[src/rtl/pba_fifo.sv]
// short register queue between front and back
// no dependencies
module pba_fifo #(
  parameter int WIDTH = 8,
  parameter int DEPTH = 4
) (
  input  logic             clk,
  input  logic             rst_n,
  input  logic             push,
  input  logic [WIDTH-1:0] push_data,
  input  logic             pop,
  output logic             full,
  output logic             not_empty,
  output logic [WIDTH-1:0] head_data
);

  localparam int AW = (DEPTH > 1) ? $clog2(DEPTH) : 1;
  localparam int CW = $clog2(DEPTH + 1);
  localparam logic [AW-1:0] LAST_PTR = AW'(DEPTH - 1);
  localparam logic [CW-1:0] FULL_CNT = CW'(DEPTH);

  logic [WIDTH-1:0] mem_r [DEPTH];
  logic [AW-1:0]    wr_ptr_r, rd_ptr_r;
  logic [CW-1:0]    count_r;

  assign full      = (count_r == FULL_CNT);
  assign not_empty = (count_r != '0);
  assign head_data = mem_r[rd_ptr_r];

  always_ff @(posedge clk) begin
    if (!rst_n) begin
      wr_ptr_r <= '0;
      rd_ptr_r <= '0;
      count_r  <= '0;
    end else begin
      if (push) begin
        wr_ptr_r <= (wr_ptr_r == LAST_PTR) ? '0 : wr_ptr_r + AW'(1);
      end
      if (pop) begin
        rd_ptr_r <= (rd_ptr_r == LAST_PTR) ? '0 : rd_ptr_r + AW'(1);
      end
      if (push && !pop) begin
        count_r <= count_r + CW'(1);
      end else if (pop && !push) begin
        count_r <= count_r - CW'(1);
      end
    end
  end

  always_ff @(posedge clk) begin
    if (push) begin
      mem_r[wr_ptr_r] <= push_data;
    end
  end

endmodule

[config.mk]
export PLATFORM = sky130hd
export DESIGN_NAME = pba_fifo
export DESIGN_NICKNAME = d
export VERILOG_FILES = /design/src/rtl/pba_fifo.sv
export SDC_FILE = /design/constraint.sdc
export NUM_CORES = 1
export LEC_CHECK = 0
export CAP_MARGIN = 20
export CELL_PAD_IN_SITES_DETAIL_PLACEMENT = 2
export CELL_PAD_IN_SITES_GLOBAL_PLACEMENT = 2
export CORE_ASPECT_RATIO = 0.8
export CORE_UTILIZATION = 35
export CTS_BUF_LIST = sky130_fd_sc_hd__clkbuf_2
export DETAILED_ROUTE_END_ITERATION = 10
export DONT_BUFFER_PORTS = 1
export PLACE_DENSITY_LB_ADDON = 0.2
export SYNTH_ARGS = -nofsm -noshare
export SYNTH_HDL_FRONTEND = slang
export SYNTH_SLANG_ARGS = --single-unit
[constraint.sdc]
create_clock -name clk -period 4.1 [get_ports clk]
set_clock_uncertainty 0.2 [all_clocks]
set_input_delay 0.41 -clock clk [delete_from_list [all_inputs] [get_ports clk]]
set_output_delay 0.41 -clock clk [all_outputs]
set_load 0.02 [all_outputs]
==> Word-level counts from Yosys, hierarchy flattened <==
Memory sizes are Yosys's and may differ from the RTL's. A register that Yosys moved wholly into a read port is not among the register bits.
Index checks and enable logic that the tools add are counted.
{ "classes": {"addsub": 4, "eq_ne": 3, "n_mux": 8, "reduce_logical": 6} }
{ "ops": {"columns": ["op", "n"], "rows": [
  ["2-bit 2-to-1 mux", 4],
  ["3-bit 2-to-1 mux", 2],
  ["2-bit by 1-bit adder with 2-bit output, second input constant", 2],
  ["2-bit == test, second input constant", 2],
  ["3-bit by 1-bit adder with 3-bit output, second input constant", 1],
  ["3-bit == test, second input constant", 1],
  ["3-bit nonzero test", 1],
  ["3-bit by 1-bit subtractor with 3-bit output, second input constant", 1],
  ["1-bit logical AND", 2],
  ["1-bit zero test", 2],
  ["1-bit 2-to-1 mux", 2],
  ["2-bit nonzero test", 1]
]} }
{ "word_totals": {"regBits": 7, "mem_bits_rw": 32, "output_inout_bits": 10, "mem_count": 1} }
{ "mem_list": {"columns": ["name", "words", "width", "rd", "rd_ports_with_merged_regs", "wr", "line", "text"], "rows": [
  ["mem_r", 4, 8, 1, 1, 1, "22", "logic [WIDTH-1:0] mem_r [DEPTH];"]
]} }

==> Longest topological paths before layout <==
Gate-level depths: netlist of the first run.
{ "depth": {"depth_word": 4, "mapped_depth": 7, "ltp_nobuf": 7} }

==> Worst setup path before layout of the first run <==
Ideal clock, no wire load.
{ "synth_timing": {"kind": "input port to flip-flop", "from": "input pop", "to": "register count_r[2]", "setup_ns": 0.070, "arrival_time_ns": 1.603, "required_time_ns": 3.830, "path_slack_ns": 2.227, "stages": 7, "path_cell_list": "inv_1 -> ha_1 -> inv_1 -> fa_1 -> xor2_1 -> or3_1 -> a21boi_1"} }
{ "synth_between": {"elab_chain_cells": 3, "word_cells_on_any_way": 5} }
{ "synth_lines": {"columns": ["element", "line", "text"], "rows": [
  ["start, declared", "11", "input logic pop,"],
  ["1-bit zero test", "42", "if (push && !pop) begin"],
  ["1-bit logical AND", "42", null],
  ["3-bit 2-to-1 mux / 2-bit nonzero test (equally long branches)", null, null],
  ["end signal, assigned", "43", "count_r <= count_r + CW'(1);"],
  ["end signal, assigned", "45", "count_r <= count_r - CW'(1);"],
  ["end, declared", "24", "logic [CW-1:0] count_r;"]
]} }
Parallel ways exist; a longest one is shown, timed or not.
A chain may end at the register's enable or synchronous reset.

==> impl_metrics.json, run 1 <==
{
  "synth_cells": 86,
  "dr.pass1.iters": 3,
  "cts.sinks": 41,
  "gp_congestion": 0.749,
  "crit_family": "flip-flops",
  "syn_area_um2": 1620,
  "post-route-drc-count": 0,
  "root_buffer": "clkbuf_2",
  "finalSetupViolations": 0,
  "detail_route.iter0.violations": 24,
  "fillCellCount": 415,
  "ir_drop_v": 0.000159,
  "finalPower_uw": 816,
  "tns_ns": 0,
  "htree_levels": 2,
  "max_cap_violations": 0,
  "hpwl_um": 1870,
  "antenna_found_initial": 0,
  "clockBufferDepth": 2,
  "postPlaceCellArea_um2": 1670,
  "hp-class": "in2reg",
  "finalHoldViolCount": 0,
  "synth_area_leaders": "edfxtp_1 59%, dfxtp_1 11%, mux4_2 11%, ha_1 4.6%, mux2i_1 2.5%",
  "path_max_fanout": 8,
  "r2r_start": "count_r[0]$_SDFFE_PN0P_",
  "io_pins": 22,
  "postLayoutCellArea_um2": 1850,
  "whs_ns": 0.166,
  "maxSlewViolCount": 0,
  "cts_tree": "built",
  "min_period_ns": 2.37,
  "ys_warn_count": 0,
  "r2r_slack_ns": 2.40,
  "p_per_area_nw_per_um2": 442,
  "num_vias": 766,
  "nets": 121,
  "required_ns": 3.49,
  "ys_seq_area_share_pct": 70.6,
  "period_share_pct": 57.7,
  "r2r_end": "count_r[2]$_SDFFE_PN0P_",
  "cp_num_buf_inv": 0,
  "postRouteAntennaNets": 0,
  "ys_seq_elements": 41,
  "cp_cell_sequence": "mux4_2",
  "die_h_um": 62.8,
  "crit_type": "reg2out",
  "min_from": "pop",
  "status": "finished clean",
  "synth-main-ff-cell": "edfxtp_1",
  "slowest_delay_ns": 0.71,
  "fmax_mhz": 423,
  "rsz0062_at_grt": "no",
  "post_drt_wl_per_cell_um": 17.1,
  "clk_pin_slew_ns": 0.19,
  "area_delta_synth_final_pct": 14.3,
  "synthTopCellsByCount": "32 x edfxtp_1, 9 x dfxtp_1, 8 x mux4_2",
  "diodes": 0,
  "syn_area_per_cell_um2": 18.8,
  "crit_slowest_cell": "dfxtp_1",
  "drt-vias-per-instance": 4.79,
  "drive_gt1_share_pct": 14.6,
  "cts_resized": 0,
  "rows": 21,
  "groute.usage.overall_pct": 13.5,
  "core-area_um2": 4310,
  "worstMarginPinSlew_ns": 0.668,
  "yosysMostFrequentCell": "edfxtp_1",
  "die_x_um": 78.0,
  "clock_latency_ns": 0.38,
  "synth_top_area_share_pct": 59.4,
  "ctsHoldBuffers": 10,
  "grt-ovfl-total": 0,
  "synth_cell_types": 20,
  "grt_max_degree": 14,
  "whs_path_depth": 3,
  "portBuffers": 0,
  "initial_core_util_pct": 37.5,
  "die_area_um2": 4900,
  "post_cts.repair.setup_buffers": 0,
  "finalWirelength_um": 2740,
  "synth_nets": 105,
  "synth.largest_area_cell": "edfxtp_1",
  "cts_buffers": 5,
  "end_kind": "primary output",
  "grt_pass1_vias": 864,
  "r2r_cells": 4,
  "synth_async_sr_flop_share_pct": 0,
  "maxSlewHeadroom_pct": 55.4,
  "startpoint_type": "flop",
  "synth_edf_count": 32,
  "grt_pass1_wl_um": 4620,
  "worstPathArrival_ns": 1.76,
  "p_leak_nw": 0.633
}
-- power by group --
part	internal [mW]	switching [mW]
clock network	0.101	0.127
registers	0.473	0.0181
logic	0.0435	0.0536
total	0.617	0.199
-- worst max path at each step --
stage                                          to  slack, ns  cells past startpoint
after CTS                            head_data[5]       1.65                      1
after global routing                 head_data[2]       1.51                      1
final                                head_data[5]       1.73                      1
after detailed placement  count_r[2]$_SDFFE_PN0P_       2.10                      7
after floorplan           count_r[2]$_SDFFE_PN0P_       2.23                      7
after global placement               head_data[5]       2.14                      1
-- area by class of cell --
cell class	count	area [um^2]	share of cell area (%)
clock buffer	5	25.0	1.35
clock inverter	3	41.3	2.23
inverter	4	15.0	0.812
multi-input combinational	39	444	24.0
sequential	41	1140	61.7
tap	57	71.3	3.86
timing repair buffer	11	110	5.96
-- worst reg2reg max path, delay by kind of cell (launching register included) --
kind,cells,cell delay (ns)
and+or+nand+nor,1,0.31
AOI/OAI and AO/OA,1,0.14
xor gates and xnor gates,1,0.16
adders and majority gates,1,0.45
DFF,1,0.39
-- flip-flops by register name, summed over array words and instances (netlist names), named ones only --
register and cells:
rd_ptr_r 2, mem_r 32, count_r 3, wr_ptr_r 2
-- stage by stage --
stage | setup slack (ns) | cells | utilization, %
floorplan | 2.23 | 86 | -
global placement | 2.14 | 141 | 38.8
detailed placement | 2.10 | 141 | 38.8
CTS | 1.65 | 159 | 42.7
global route | 1.51 | 160 | 42.9
finish | 1.73 | 160 | 42.9
-- placed cells by master (no fill, tap or decap) --
cell type,n
edfxtp_1,32
dlygate4sd3_1,11
dfxtp_1,9
mux4_2,8
ha_1,6
and2_1,5
nor2b_1,5
clkbuf_2,5
inv_1,4
mux2i_1,4
or3_1,2
nor3b_1,1
xnor2_1,1
nor2_1,1
nor3_1,1
o21a_1,1
xor2_1,1
o21ai_0,1
a21boi_1,1
fa_1,1
clkinvlp_4,1
bufinv_16,1
clkinv_1,1
-- metal layers --
metal | vias up | track usage (%) | wire [um]
met5 | - | 0 | 0
met4 | 0 | 4.86 | 18
li1 | 357 | - | -
met1 | 393 | 16.0 | 1220
met3 | 2 | 7.01 | 155
met2 | 14 | 21.2 | 1350
-- kinds of logic after synthesis --
kind of cell | count (synthesis) | share of synthesized area (%)
xor gates and xnor gates | 2 | 1.08
AOI/OAI and AO/OA | 3 | 1.24
buffers and inverters | 6 | 1.93
DFF | 41 | 70.6
and+or+nand+nor | 15 | 5.65
adders and majority gates | 7 | 5.88
muxes | 12 | 13.6
(Power assumes the default switching activity.)
==> run 2, diff against run 1 <==
- clock period: 4.1 -> 2.4 ns (I/O delays scaled with it)
==> run 2 against run 1 <==
  * Critical path depth grew 7
  * Final area shrank 0.95%
  * Combinational power grew 81%
  * Critical endpoint is now count_r[2]$_SDFFE_PN0P_
  * Sequential share of layout area grew 0.59 points
  * Worst hold slack lost 0.091 ns
  * Non-clock buffer count grew 1
  * Sequential power grew 69%
  * Global-route usage shrank 0.59 points
  * Largest cell class unchanged
  * First-iteration DRC count grew 50%
  * Via count shrank 0.13%
  * Routed wire length shrank 1.3%
==> impl_metrics.json, run 2 (synthesis results as in run 1) <==
{
  "status": "finished clean",
  "grt_max_degree": 14,
  "hpwl_um": 1950,
  "core-area_um2": 4310,
  "root_buffer": "clkbuf_2",
  "fillCellCount": 408,
  "layout_common_cells": "32 x edfxtp_1, 11 x dlygate4sd3_1, 9 x dfxtp_1, 8 x mux4_2",
  "clockBufferDepth": 2,
  "die_x_um": 78.0,
  "die_area_um2": 4900,
  "clock_latency_ns": 0.37,
  "rsz0062_at_grt": "no",
  "maxSlewViolCount": 0,
  "startpoint_type": "primary input",
  "maxSlewHeadroom_pct": 53.1,
  "end_kind": "flop",
  "diodes": 0,
  "cts_resized": 0,
  "required_ns": 2.52,
  "dr.pass1.iters": 4,
  "finalWirelength_um": 2700,
  "place_ws_ns": 0.535,
  "hp-class": "in2reg",
  "groute.usage.overall_pct": 13.0,
  "crit_type": "in2reg",
  "p_per_area_nw_per_um2": 708,
  "clk_pin_slew_ns": 0.18,
  "whs_ns": 0.0746,
  "grt-ovfl-total": 0,
  "largest_reg_flops": 32,
  "path_max_fanout": 3,
  "reg_top3": "mem_r (32), count_r (3)",
  "die_h_um": 62.8,
  "rows": 21,
  "fmax_mhz": 479,
  "worstPathArrival_ns": 2.21,
  "post_drt_wl_per_cell_um": 16.8,
  "cts_buffers": 5,
  "io_pins": 22,
  "multi_input_area_um2": 444,
  "nets": 122,
  "layout_commonest_cell": "edfxtp_1",
  "ir_drop_v": 0.000237,
  "finalHoldViolCount": 0,
  "grt_pass1_wl_um": 4460,
  "setup_slack_ns": 0.311,
  "post_cts.repair.setup_buffers": 0,
  "final-seq-area_um2": 1140,
  "portBuffers": 0,
  "grt_pass1_vias": 862,
  "tns_ns": 0,
  "cts_tree": "built",
  "finalSetupViolations": 0,
  "worstMarginPinSlew_ns": 0.702,
  "ctsHoldBuffers": 11,
  "min_period_ns": 2.09,
  "detail_route.iter0.violations": 36,
  "post-route-drc-count": 0,
  "area_delta_synth_final_pct": 13.2,
  "antenna_found_initial": 0,
  "htree_levels": 2,
  "drive_gt1_share_pct": 15.4,
  "top_register": "mem_r",
  "num_vias": 765,
  "p_leak_nw": 0.628,
  "max_cap_violations": 0,
  "postRouteAntennaNets": 0,
  "cts.sinks": 41,
  "gp_congestion": 0.758,
  "initial_core_util_pct": 37.5,
  "period_share_pct": 87.0,
  "drt-vias-per-instance": 4.75
}
==> run 2: cell types whose count changed in the layout (fill, tap and decap cells not counted), sizes merged <==
cell    change
clkbuf      +1
buf         +1
bufinv      -1
==> run 2: cell type report <==
class / instances / share of cell area (%)
flip-flops and latches: 41 / 62.3
clock buffers: 6 / 1.64
multi-input cells: 39 / 24.3
well taps: 57 / 3.90
inverters: 4 / 0.820
clock inverters: 2 / 0.615
repair buffers: 12 / 6.43
==> run 2: stage by stage <==
step	instances	area, um^2	utilization [%]	total power [mW]
6_report	161	1830	42.5	1.30
5_1_grt	161	1830	42.5	1.36
4_1_cts	161	1830	42.5	1.32
3_5_place_dp	142	1680	39.0	1.01
3_3_place_gp	142	1680	39.0	1.00
2_1_floorplan	86	1620	-	0.974
==> run 2: per-layer routing <==
layer | vias up | global-route usage, % | share of wire (%)
met5 | - | 0 | 0
met4 | 0 | 6.25 | 2.2
met3 | 7 | 4.38 | 4.3
met2 | 16 | 21.6 | 51
met1 | 381 | 15.0 | 43
li1 | 361 | - | -
==> run 2: final timing paths <==
path,depth (start not counted),to,slack [ns],startpoint
worst max register to register,4,count_r[2]$_SDFFE_PN0P_,0.67,count_r[0]$_SDFFE_PN0P_
worst max-delay path,8,count_r[2]$_SDFFE_PN0P_,0.31,pop
worst min register to register,2,count_r[2]$_SDFFE_PN0P_,0.33,count_r[2]$_SDFFE_PN0P_
worst min-delay path,3,count_r[1]$_SDFFE_PN0P_,0.07,push
==> run 2: critical path, cell delays in order <==
cell           delay (ns)
dlygate4sd3_1        0.59
inv_1                0.11
ha_1                 0.19
inv_1                0.06
fa_1                 0.38
xor2_1               0.16
or3_1                0.32
a21boi_1             0.15
==> run 2: report_power, final <==
group          switching (mW)  internal (mW)
Clock                   0.216         0.0728
Combinational          0.0993         0.0768
Sequential             0.0249          0.807
