File: config.mk
export PLATFORM = sky130hd
export DESIGN_NAME = pba_front
export DESIGN_NICKNAME = d
export VERILOG_FILES = /design/src/rtl/pba_pkg.sv /design/src/rtl/pba_front.sv
export SDC_FILE = /design/constraint.sdc
export NUM_CORES = 1
export LEC_CHECK = 0
export BUFFER_PORTS_ARGS = -buffer_cell sky130_fd_sc_hd__buf_2
export CORE_MARGIN = 5
export CORE_UTILIZATION = 59
export DETAILED_ROUTE_END_ITERATION = 16
export GPL_ROUTABILITY_DRIVEN = 0
export PLACE_DENSITY = 0.92
export SYNTH_ARGS = -nofsm -noshare
export SYNTH_HDL_FRONTEND = slang
export SYNTH_SLANG_ARGS = --single-unit
File: constraint.sdc
create_clock -name clk -period 26.6 [get_ports clk]
set_clock_uncertainty 0.1 [all_clocks]
set_input_delay 5.32 -clock clk [delete_from_list [all_inputs] [get_ports clk]]
set_output_delay 5.32 -clock clk [all_outputs]
set_load 0.01 [all_outputs]
File: src/rtl/pba_pkg.sv
// shared constants and types for the polygon box and area block
// no dependencies
package pba_pkg;

  localparam int COORD_BITS_DEF  = 20;
  localparam int ACC_BITS_DEF    = 58;
  localparam int QUEUE_DEPTH_DEF = 4;

  // per-vertex classification from front to back
  typedef struct packed {
    logic is_first;
    logic is_last;
    logic cnt3;
  } pba_flags_t;

  localparam int FLAG_BITS = $bits(pba_flags_t);

endpackage

File: src/rtl/pba_front.sv
// front part: accepts vertices, tracks first/previous vertex, box and count
// depends on pba_pkg
module pba_front #(
  parameter int COORD_BITS = pba_pkg::COORD_BITS_DEF
) (
  input  logic                       clk,
  input  logic                       rst_n,
  input  logic                       in_valid,
  input  logic                       q_full,
  input  logic [COORD_BITS-1:0]      in_vertex_x,
  input  logic [COORD_BITS-1:0]      in_vertex_y,
  input  logic                       in_last_vertex,
  output logic                       push,
  output logic [10*COORD_BITS-1:0]   push_coords,
  output pba_pkg::pba_flags_t        push_flags
);

  localparam int CB = COORD_BITS;
  localparam logic [1:0] SEEN_MAX = 2'd3;

  logic [1:0]           seen_r;
  logic signed [CB-1:0] first_x_r, first_y_r, prev_x_r, prev_y_r;
  logic signed [CB-1:0] lo_x_r, lo_y_r, hi_x_r, hi_y_r;

  logic signed [CB-1:0] cx, cy;
  logic signed [CB-1:0] first_x_nxt, first_y_nxt;
  logic signed [CB-1:0] lo_x_nxt, lo_y_nxt, hi_x_nxt, hi_y_nxt;
  logic [1:0]           seen_nxt;
  logic                 is_first;

  assign cx       = in_vertex_x;
  assign cy       = in_vertex_y;
  assign is_first = (seen_r == 2'd0);
  assign push     = in_valid && !q_full;

  always_comb begin
    first_x_nxt = is_first ? cx : first_x_r;
    first_y_nxt = is_first ? cy : first_y_r;
    if (is_first) begin
      lo_x_nxt = cx;
      hi_x_nxt = cx;
      lo_y_nxt = cy;
      hi_y_nxt = cy;
    end else begin
      lo_x_nxt = (cx < lo_x_r) ? cx : lo_x_r;
      hi_x_nxt = (cx > hi_x_r) ? cx : hi_x_r;
      lo_y_nxt = (cy < lo_y_r) ? cy : lo_y_r;
      hi_y_nxt = (cy > hi_y_r) ? cy : hi_y_r;
    end
    if (in_last_vertex) begin
      seen_nxt = 2'd0;
    end else if (seen_r == SEEN_MAX) begin
      seen_nxt = SEEN_MAX;
    end else begin
      seen_nxt = seen_r + 2'd1;
    end
  end

  assign push_coords = {cx, cy, prev_x_r, prev_y_r, first_x_nxt, first_y_nxt,
                        lo_x_nxt, lo_y_nxt, hi_x_nxt, hi_y_nxt};

  always_comb begin
    push_flags.is_first = is_first;
    push_flags.is_last  = in_last_vertex;
    push_flags.cnt3     = seen_r[1];
  end

  always_ff @(posedge clk) begin
    if (!rst_n) begin
      seen_r <= 2'd0;
    end else if (push) begin
      seen_r <= seen_nxt;
    end
  end

  always_ff @(posedge clk) begin
    if (push) begin
      prev_x_r  <= cx;
      prev_y_r  <= cy;
      first_x_r <= first_x_nxt;
      first_y_r <= first_y_nxt;
      lo_x_r    <= lo_x_nxt;
      lo_y_r    <= lo_y_nxt;
      hi_x_r    <= hi_x_nxt;
      hi_y_r    <= hi_y_nxt;
    end
  end

endmodule

Word-level counts from Yosys, hierarchy flattened
Index checks and enable logic that the tools add are counted.
- $add $sub $neg: 1
- $lt $le $gt $ge: 4
- equal/unequal tests: 1
- muxes and demuxes: 12
- reductions and logical operators: 3
- operators with widths (cell ; count):
    $mux W20 ; 10
    $gt A20 B20 Y1 ; 2
    $lt A20 B20 Y1 ; 2
    $mux W2 ; 2
    $add A2 B1 Y2 const B ; 1
    $eq A2 B2 Y1 const B ; 1
    $logic_not A2 Y1 ; 1
    $logic_and A1 B1 Y1 ; 1
    $logic_not A1 Y1 ; 1
- register bits after elaboration: 162
- bits of input ports: 45
- output and inout port bits: 204
- word-level logic and storage cells: 30

Logic depth before layout (Yosys ltp)
Gate-level depths: netlist (run 1).
- depth in word-level cells: 3
- gate-level depth with buffers: 10
- depth with buffers taken out: 8

Least setup slack after synthesis (run 1)
Ideal clock, no wire load.
- path kind: input to output
- from: in q_full
- to: out push
- data arrival time: 12665 ps
- required time: 21180 ps
- path slack: 8515 ps
- stages: 1
- buffers on the path: 0
- path through: nor2b_1
- longest elaborated chain between the ends: 2
- RTL lines (what ; line ; RTL):
    start: declaration ; pba_front.sv:9 ; input logic q_full,
    $logic_not A1 Y1 ; pba_front.sv:34 ; assign push = in_valid && !q_full;
    $logic_and A1 B1 Y1 ; pba_front.sv:34 ;
    end: declaration ; pba_front.sv:13 ; output logic push,
No other way between the ends.

Final worst setup path (run 1)
- from: in in_vertex_y[15]
- to: out push_coords[44]
- longest elaborated chain between the ends: 3
- RTL lines (what ; line ; RTL):
    start: declaration ; pba_front.sv:11 ; input logic [COORD_BITS-1:0] in_vertex_y,
    $lt A20 B20 Y1 ; pba_front.sv:47 ; lo_y_nxt = (cy < lo_y_r) ? cy : lo_y_r;
    $mux W20 ; pba_front.sv:47 ;
    $mux W20 ; pba_front.sv:39 ; if (is_first) begin
    end: declaration ; pba_front.sv:14 ; output logic [10*COORD_BITS-1:0] push_coords,
No other way between the ends.

==> results of run 1 <==
synthesized netlist by cell type (all sizes together), types with 2 or more instances:
library cell    n  area share [%]
nand4          10            0.59
ha             78             9.2
a21oi          33             1.5
dfxtp           2            0.38
a211oi          4            0.28
inv            81             2.9
nor3           44             2.1
buf            59             4.0
o211ai          2            0.14
o22ai          40             2.3
a211o           2            0.16
nor4b           2            0.28
a22oi           4            0.28
o311a          40             3.8
nor2            7            0.25
nor3b           2            0.14
mux2           40             5.6
nand2         220             7.7
nor2b          46             2.7
and3           40             2.3
a21o            4            0.28
clkbuf         52             1.8
o21ai          15            0.70
a21boi          3            0.21
edfxtp        160              45
nand3          80             3.8
nand2b          3            0.18
flip-flops by register name, summed over array words and instances (netlist names):
| signal | count |
|---|---|
| first_x_r | 20 |
| first_y_r | 20 |
| hi_x_r | 20 |
| hi_y_r | 20 |
| lo_x_r | 20 |
| lo_y_r | 20 |
| prev_x_r | 20 |
| prev_y_r | 20 |
| seen_r | 2 |
per-layer routing:
layer	track usage (%)	part of all wire [%]	vias up
met5	0	0	-
met4	14.0	4.7	0
met3	6.28	10	99
met2	46.2	48	619
met1	34.5	37	4307
li1	-	-	4240
where the power goes:
group	total, uW	leakage [uW]	internal (uW)	switching (uW)
clock	248	0.000287	135	114
combinational	158	0.00370	57.1	101
sequential	306	0.00151	300	5.63
total	712	0.00550	492	220
worst paths after layout:
| check | from | to | slack (ns) | depth (start not counted) |
|---|---|---|---|---|
| worst max-delay path | in_vertex_y[15] | push_coords[44] | 12.68 | 9 |
| worst min-delay path | seen_r[1] | seen_r[1] | 0.43 | 2 |
| worst max register to register | lo_y_r[15] | lo_y_r[4] | 23.08 | 8 |
| worst min register to register | seen_r[1] | seen_r[1] | 0.43 | 2 |
cell type report:
type                    count  area share (%)
multi-input cells         733            40.2
flip-flops and latches    162            39.4
repair buffers            259            10.9
clock buffers              18            3.57
inverters                  81            2.47
well taps                 229            2.33
clock inverters            14            1.17
cells by family (layout without fill, tap and decap cells):
group | count (synthesis) | after routing | synth area share (%)
mux | 41 | 41 | 5.73
buf+inv | 192 | 372 | 8.65
simple gates | 459 | 459 | 20.4
compound gates | 155 | 155 | 10.6
flops | 162 | 162 | 45.4
fa+ha+maj | 78 | 78 | 9.15
placed cells by master (no fill, tap or decap), drive strengths merged, types with 15 or more instances in the layout:
master	instances
nand2	220
o311a	40
inv	89
nor2b	46
nand3	80
nor3	44
o21ai	15
and3	40
clkbuf	18
ha	78
a21oi	33
edfxtp	160
buf	259
mux2	40
o22ai	40
stage by stage:
stage | std cells | power [uW] | util (%) | instance area [sq um] | hold slack [ns]
6_report | 1496 | 712 | 68.7 | 12300 | 0.428
2_1_floorplan | 1087 | 412 | - | 10700 | 0.374
3_3_place_gp | 1464 | 459 | 65.5 | 11700 | 0.391
3_5_place_dp | 1464 | 465 | 65.5 | 11700 | 0.411
5_1_grt | 1496 | 739 | 68.7 | 12300 | 0.462
4_1_cts | 1496 | 712 | 68.7 | 12300 | 0.427
critical path, delay by kind of cell:
kind                       cells  cell delay (ns)
buffers and inverters          2             0.32
adders and majority gates      1             0.33
AOI/OAI and AO/OA              3             0.90
and+or+nand+nor                3             1.62
==> results.toml, run 1 <==
[cells_and_area]
syn_to_final_growth_pct = 15.4
final_nets = 1377
antennaDiodeCount = 0
n_fill_cell = 1271
drive_gt1_share_pct = 27.2
regArea_sq_mm = 0.00484
multi_input_area_sq_mm = 0.00495

[timing]
finalCriticalPeriod_ns = 13.92
max_freq_mhz = 71.9
setup_viol = 0
setup_slack_ns = 12.68
finalSetupTns_ns = 0
drv_slew = 0
rsz0062_at_grt = "false"
period_share_pct = 52.3
worstMarginPinSlew_ns = 1.15
relSlewSlack_pct = 22.7
hold_viol_final = 0

[clock_network]
htreeDepth = 4
clock_sinks = 162
worstSkewPairLatency_ns = 0.44
cts_buffers = 17
cts-root-buf = "clkbuf_16"
clk_pin_slew_ns = 0.07
cts_max_path_buffers = 2
cts_tree = "built"
postCtsSetupRepairBufs = 0
cts_hold_buf = 0
cts_resized = 0

[status]
status = "finished, final reports clean"

[detailed_routing]
viasPerCell = 6.19
routedWlPerCell_um = 19.9
drc = 0
postRouteAntennaNets = 0
vias = 9265
dr.pass1.iters = 5
initialDrtViolationCount = 793
totalWireLength_um = 29800

[global_routing]
grt_pass1_vias = 9198
grt_overflow_total = 0
antenna_found_initial = 0
grt_pass1_wl_um = 46300
grt_util_all_layers_pct = 27.9
grt_max_degree = 165

[critical_path]
required_ns = 21.18
end_kind = "output port"
path_cells = "buf_2 -> ha_1 -> a21oi_1 -> o21ai_0 -> nand2b_1 -> nand2_1 -> o311a_1 -> nand3_1 -> buf_2"
critical_path_arrival_ns = 8.50
crit_type = "in2out"
crit_fanout = 21
startpoint_type = "primary input"
crit_slowest_cell = "nand2_1"
critical_path.most_common_cell = "buf_2"
critical-path-max-stage-delay_ns = 0.81

[synthesis]
synth.distinct_cells = 46
synth_ff_type = "edfxtp_1"
yosys_warnings = 0
yosysSeqAreaShare_pct = 45.4
synth_seq_cells = 162
synth-edff-count = 160
async_flop_share_pct = 0
postSynthAreaPerCell_sq_um = 9.81
synthCells = 1087
syn_nets = 1210
synth_area_sq_mm = 0.0107

[floorplanning]
die_h_um = 144
start_util_pct = 59.6
core_sq_mm = 0.0179
dieArea_sq_mm = 0.0209
die_w_um = 144
io_pins = 249
rows = 49

[placement]
io_buffers = 248
pre_cts_ws_ns = 12.81
dp_hpwl_um = 19900

[power_and_ir_drop]
irDropWorstVdd_mv = 0.0554
leakage_uw = 0.00550
p_per_area_mw_per_mm2 = 57.9

[worst_hold_path]
hold_class = "reg2reg"

[flow_run]
maxCapViolCount = 0
Note: power is estimated with default switching activity, not from simulation.
==> run 2: changes to the inputs <==
ABC_AREA = 1   (was default)
CORE_UTILIZATION = 48   (was 59)
PLACE_DENSITY = 0.83   (was 0.92)
clock period = 11.9 ns   (was 26.6 ns; I/O delays follow)
==> results.toml, run 2 <==
[status]
status = "finished, final reports clean"

[global_routing]
grt_pass1_vias = 7278
grt_overflow_total = 0
grt_pass1_wl_um = 37700
grt_max_degree = 71
antenna_found_initial = 2
grt_util_all_layers_pct = 21.5

[synthesis]
synth_top_area_share_pct = 52.1
synth.distinct_cells = 26
syn_nets = 1100
postSynthAreaPerCell_sq_um = 9.44
synth-edff-count = 160
synth_area_leaders = "edfxtp_1 (52%), nand2_1 (13%), ha_1 (11%)"
synth_area_sq_mm = 0.00923
yosys_warnings = 0
synth_seq_cells = 162
async_flop_share_pct = 0
synth_common_cells = "nand2_1 (324), edfxtp_1 (160), inv_1 (108)"
synth_ff_type = "edfxtp_1"
synth_largest_area_cell = "edfxtp_1"
synthCells = 977
synth.most_common_cell = "nand2_1"
yosysSeqAreaShare_pct = 52.5

[detailed_routing]
postRouteAntennaNets = 0
vias = 7440
drc = 0
initialDrtViolationCount = 504
dr.pass1.iters = 5
totalWireLength_um = 24200
routedWlPerCell_um = 16.7
viasPerCell = 5.15

[critical_path]
critical-path-max-stage-delay_ns = 1.10
crit_buf_inv = 2
crit_fanout = 21
startpoint_type = "primary input"
required_ns = 9.42
crit_family = "simple AND/OR/NAND/NOR gates"
path_cells = "buf_2 -> ha_1 -> a21oi_1 -> o21ai_0 -> a21oi_1 -> nand4_1 -> nand3_1 -> nand2_1 -> nand2_1 -> buf_2"
crit_slowest_cell = "nand3_1"
critical_path_arrival_ns = 5.79
crit_type = "in2out"
end_kind = "output port"

[placement]
io_buffers = 248
dp_hpwl_um = 17300
post_dp_cell_area_sq_mm = 0.0103

[cells_and_area]
fin_area_sq_mm = 0.0109
n_fill_cell = 1604
final_common_cell = "nand2_1"
final_nets = 1293
syn_to_final_growth_pct = 18.2
drive_gt1_share_pct = 28.8
most-common-layout-cells = "nand2_1 (324), buf_2 (248), edfxtp_1 (160)"

[timing]
finalSetupTns_ns = 0
relSlewSlack_pct = 31.9
period_share_pct = 69.5
worstMarginPinSlew_ns = 1.02
setup_viol = 0
rsz0062_at_grt = "false"
finalCriticalPeriod_ns = 8.27
max_freq_mhz = 121
drv_slew = 0
hold_viol_final = 0

[clock_network]
worstSkewPairLatency_ns = 0.43
cts_max_path_buffers = 2
cts_buffers = 17
htreeDepth = 4
cts_hold_buf = 0
cts_tree = "built"
clk_pin_slew_ns = 0.07
postCtsSetupRepairBufs = 0
clock_sinks = 162
cts-root-buf = "clkbuf_16"
cts_resized = 0

[floorplanning]
die_h_um = 149
rows = 50
start_util_pct = 49.0
die_w_um = 149
core_sq_mm = 0.0188
dieArea_sq_mm = 0.0221
io_pins = 249

[power_and_ir_drop]
leakage_uw = 0.00539
p_total_uw = 1480
irDropWorstVdd_mv = 0.109
p_per_area_mw_per_mm2 = 136

[worst_hold_path]
hold_class = "reg2reg"

[flow_run]
maxCapViolCount = 0
[run 2: cell types whose count changed after synthesis, sizes merged, moves of 32 or more]
cell	previous run	this run
and3	40	0
clkbuf	52	20
mux2	40	0
nand2	220	370
nand4	10	48
nor2b	46	0
nor3	44	0
o22ai	40	0
o311a	40	0
[run 2: worst paths after layout]
kind              startpoint         endpoint  slack (ns)  cells after the start
max          in_vertex_x[13]  push_coords[68]        3.63                     10
min                seen_r[0]        seen_r[0]        0.44                      2
min reg2reg        seen_r[0]        seen_r[0]        0.44                      2
max reg2reg       lo_x_r[13]        lo_x_r[8]        8.19                      9
[run 2: cell type report]
type,instances,area [sq um],share of cell area [%]
Tap cell,260,325,2.98
Clock inverter,15,159,1.46
Sequential cell,162,4840,44.4
Timing Repair Buffer,254,1290,11.8
Clock buffer,17,425,3.90
Multi-Input combinational cell,626,3450,31.7
Inverter,109,412,3.77
Antenna cell,1,2.50,0.0229
[run 2: kinds of logic (layout without fill, tap and decap cells)]
family          count (synthesis)  in the layout  share of synthesized area [%]
compound gates                 51             51                           2.93
fa+ha+maj                      78             78                           10.6
buf+inv                       189            395                           10.2
flops                         162            162                           52.5
other cells                     0              1                              0
simple gates                  497            497                           23.8
[run 2: power breakdown]
part	internal [uW]	switching, uW
clock	281	263
sequential	666	11.0
combinational	84.9	173
total	1030	447
[run 2: metal layers]
metal	routed length, um	share of wire, %	vias up	GRT usage [%]
met3	2190	9.1	25	5.64
met2	12400	51	348	38.6
li1	-	-	3615	-
met5	13	0.054	-	0
met1	9300	38	3450	25.9
met4	276	1.1	2	4.85
[run 2: tightest hold or removal path, stage by stage, from the launching register on]
cell and delay [ns]:
dfxtp_1 0.34, nand2_1 0.07, a21boi_0 0.07
[run 2: through the flow]
step                util, %  hold WS, ns  setup slack, ns  instances
floorplan                 -        0.365            0.159        977
global placement       54.8        0.411             3.84       1411
detailed placement     54.8        0.424             3.67       1411
CTS                    57.9        0.443             3.66       1443
global route           57.9        0.455             3.41       1444
finish                 57.9        0.436             3.63       1444
==> run 3: changes to the inputs <==
ABC_AREA = 0   (was 1)
CORE_UTILIZATION = 50   (was 48)
PLACE_DENSITY = 0.84   (was 0.83)
clock period = 7.4 ns   (was 11.9 ns; I/O delays follow)
==> results.toml, run 3 (same netlist as run 1, synthesis figures left out) <==
[timing]
drv_slew = 0
setup_viol = 0
finalCriticalPeriod_ns = 6.24
relSlewSlack_pct = 32.2
worstMarginPinSlew_ns = 1.02
rsz0062_at_grt = "false"
period_share_pct = 84.4
max_freq_mhz = 160
hold_ws_ns = 0.409
setup_slack_ns = 1.16
finalSetupTns_ns = 0
hold_viol_final = 0

[clock_network]
cts_buffers = 17
clock_sinks = 162
worstSkewPairLatency_ns = 0.43
clk_pin_slew_ns = 0.06
cts_resized = 0
htreeDepth = 4
cts_hold_buf = 0
cts_tree = "built"
cts_max_path_buffers = 2
cts-root-buf = "clkbuf_16"
postCtsSetupRepairBufs = 0

[floorplanning]
io_pins = 249
dieArea_sq_mm = 0.0243
die_h_um = 156
rows = 53
core_sq_mm = 0.0210
start_util_pct = 50.7
die_w_um = 156

[critical_path]
critical_path_arrival_ns = 4.66
end_kind = "output port"
crit_fanout = 21
startpoint_type = "primary input"
crit_type = "in2out"
required_ns = 5.82

[placement]
place_inst = 1513
pre_cts_ws_ns = 1.31
io_buffers = 248
dp_hpwl_um = 19700

[power_and_ir_drop]
p_per_area_mw_per_mm2 = 204
p_switching_uw = 771
leakage_uw = 0.00551
swShare_pct = 30.5
p_clk_share_pct = 34.2
intPower_uw = 1750
combPwrFrac_pct = 22.3
p_seq_share_pct = 43.5
irDropWorstVdd_mv = 0.123
p_total_uw = 2520

[cells_and_area]
fin_cells = 1545
most-common-layout-cells = "buf_2 (248), nand2_1 (220), edfxtp_1 (160)"
antennaDiodeCount = 0
final_common_cell = "buf_2"
final_nets = 1380
drive_gt1_share_pct = 27.2
syn_to_final_growth_pct = 15.8

[detailed_routing]
drc = 0
vias = 9080
dr.pass1.iters = 5
totalWireLength_um = 29200
viasPerCell = 5.88
routedWlPerCell_um = 18.9
postRouteAntennaNets = 0
initialDrtViolationCount = 766

[global_routing]
grt_util_all_layers_pct = 22.9
antenna_found_initial = 0
grt_overflow_total = 0
grt_pass1_wl_um = 45400
grt_pass1_vias = 8870
grt_max_degree = 84

[worst_hold_path]
hold_class = "reg2reg"

[flow_run]
maxCapViolCount = 0

[status]
status = "finished, final reports clean"
[run 3: final timing paths]
check / from / to / slack [ns] / cells after the start
max reg2reg: lo_y_r[18] / lo_y_r[15] / 3.85 / 7
min reg2reg: seen_r[1] / seen_r[1] / 0.41 / 2
max: in_vertex_y[19] / push_coords[55] / 1.16 / 8
min: seen_r[1] / seen_r[1] / 0.41 / 2
[run 3: layout make-up]
cell class	count	area [sq um]
fillers	1713	8680
multi-input cells	733	4940
flip-flops and latches	162	4840
repair buffers	262	1350
clock buffers	18	429
well taps	275	344
inverters	81	304
clock inverters	14	133
[run 3: metrics by stage]
stage                     cell area (sq um)  utilization (%)
after detailed placement              11800             56.1
after floorplan                       10700                -
after CTS                             12300             58.7
final                                 12300             58.7
after global routing                  12300             58.7
after global placement                11800             56.1
[run 3: power by group through the flow]
stage	Sequential [uW]	Combinational (uW)	Clock [uW]
finish	1100	562	864
global route	1100	614	917
CTS	1100	562	878
detailed placement	1120	558	0
global placement	1110	541	0
floorplan	1120	351	0
[run 3: metal layers]
| layer | part of all wire, % | track usage (%) |
|---|---|---|
| met1 | 39 | 28.3 |
| met2 | 49 | 38.8 |
| met3 | 9.6 | 5.49 |
| met4 | 2.5 | 8.88 |
| met5 | 0 | 0 |
[run 3: critical path, stage by stage]
cell and delay (ns):
buf_2 0.20, ha_2 0.31, nand4_1 0.17, nand2b_1 0.80, nand2_1 0.84, o311a_1 0.58
nand3_1 0.12, buf_2 0.15
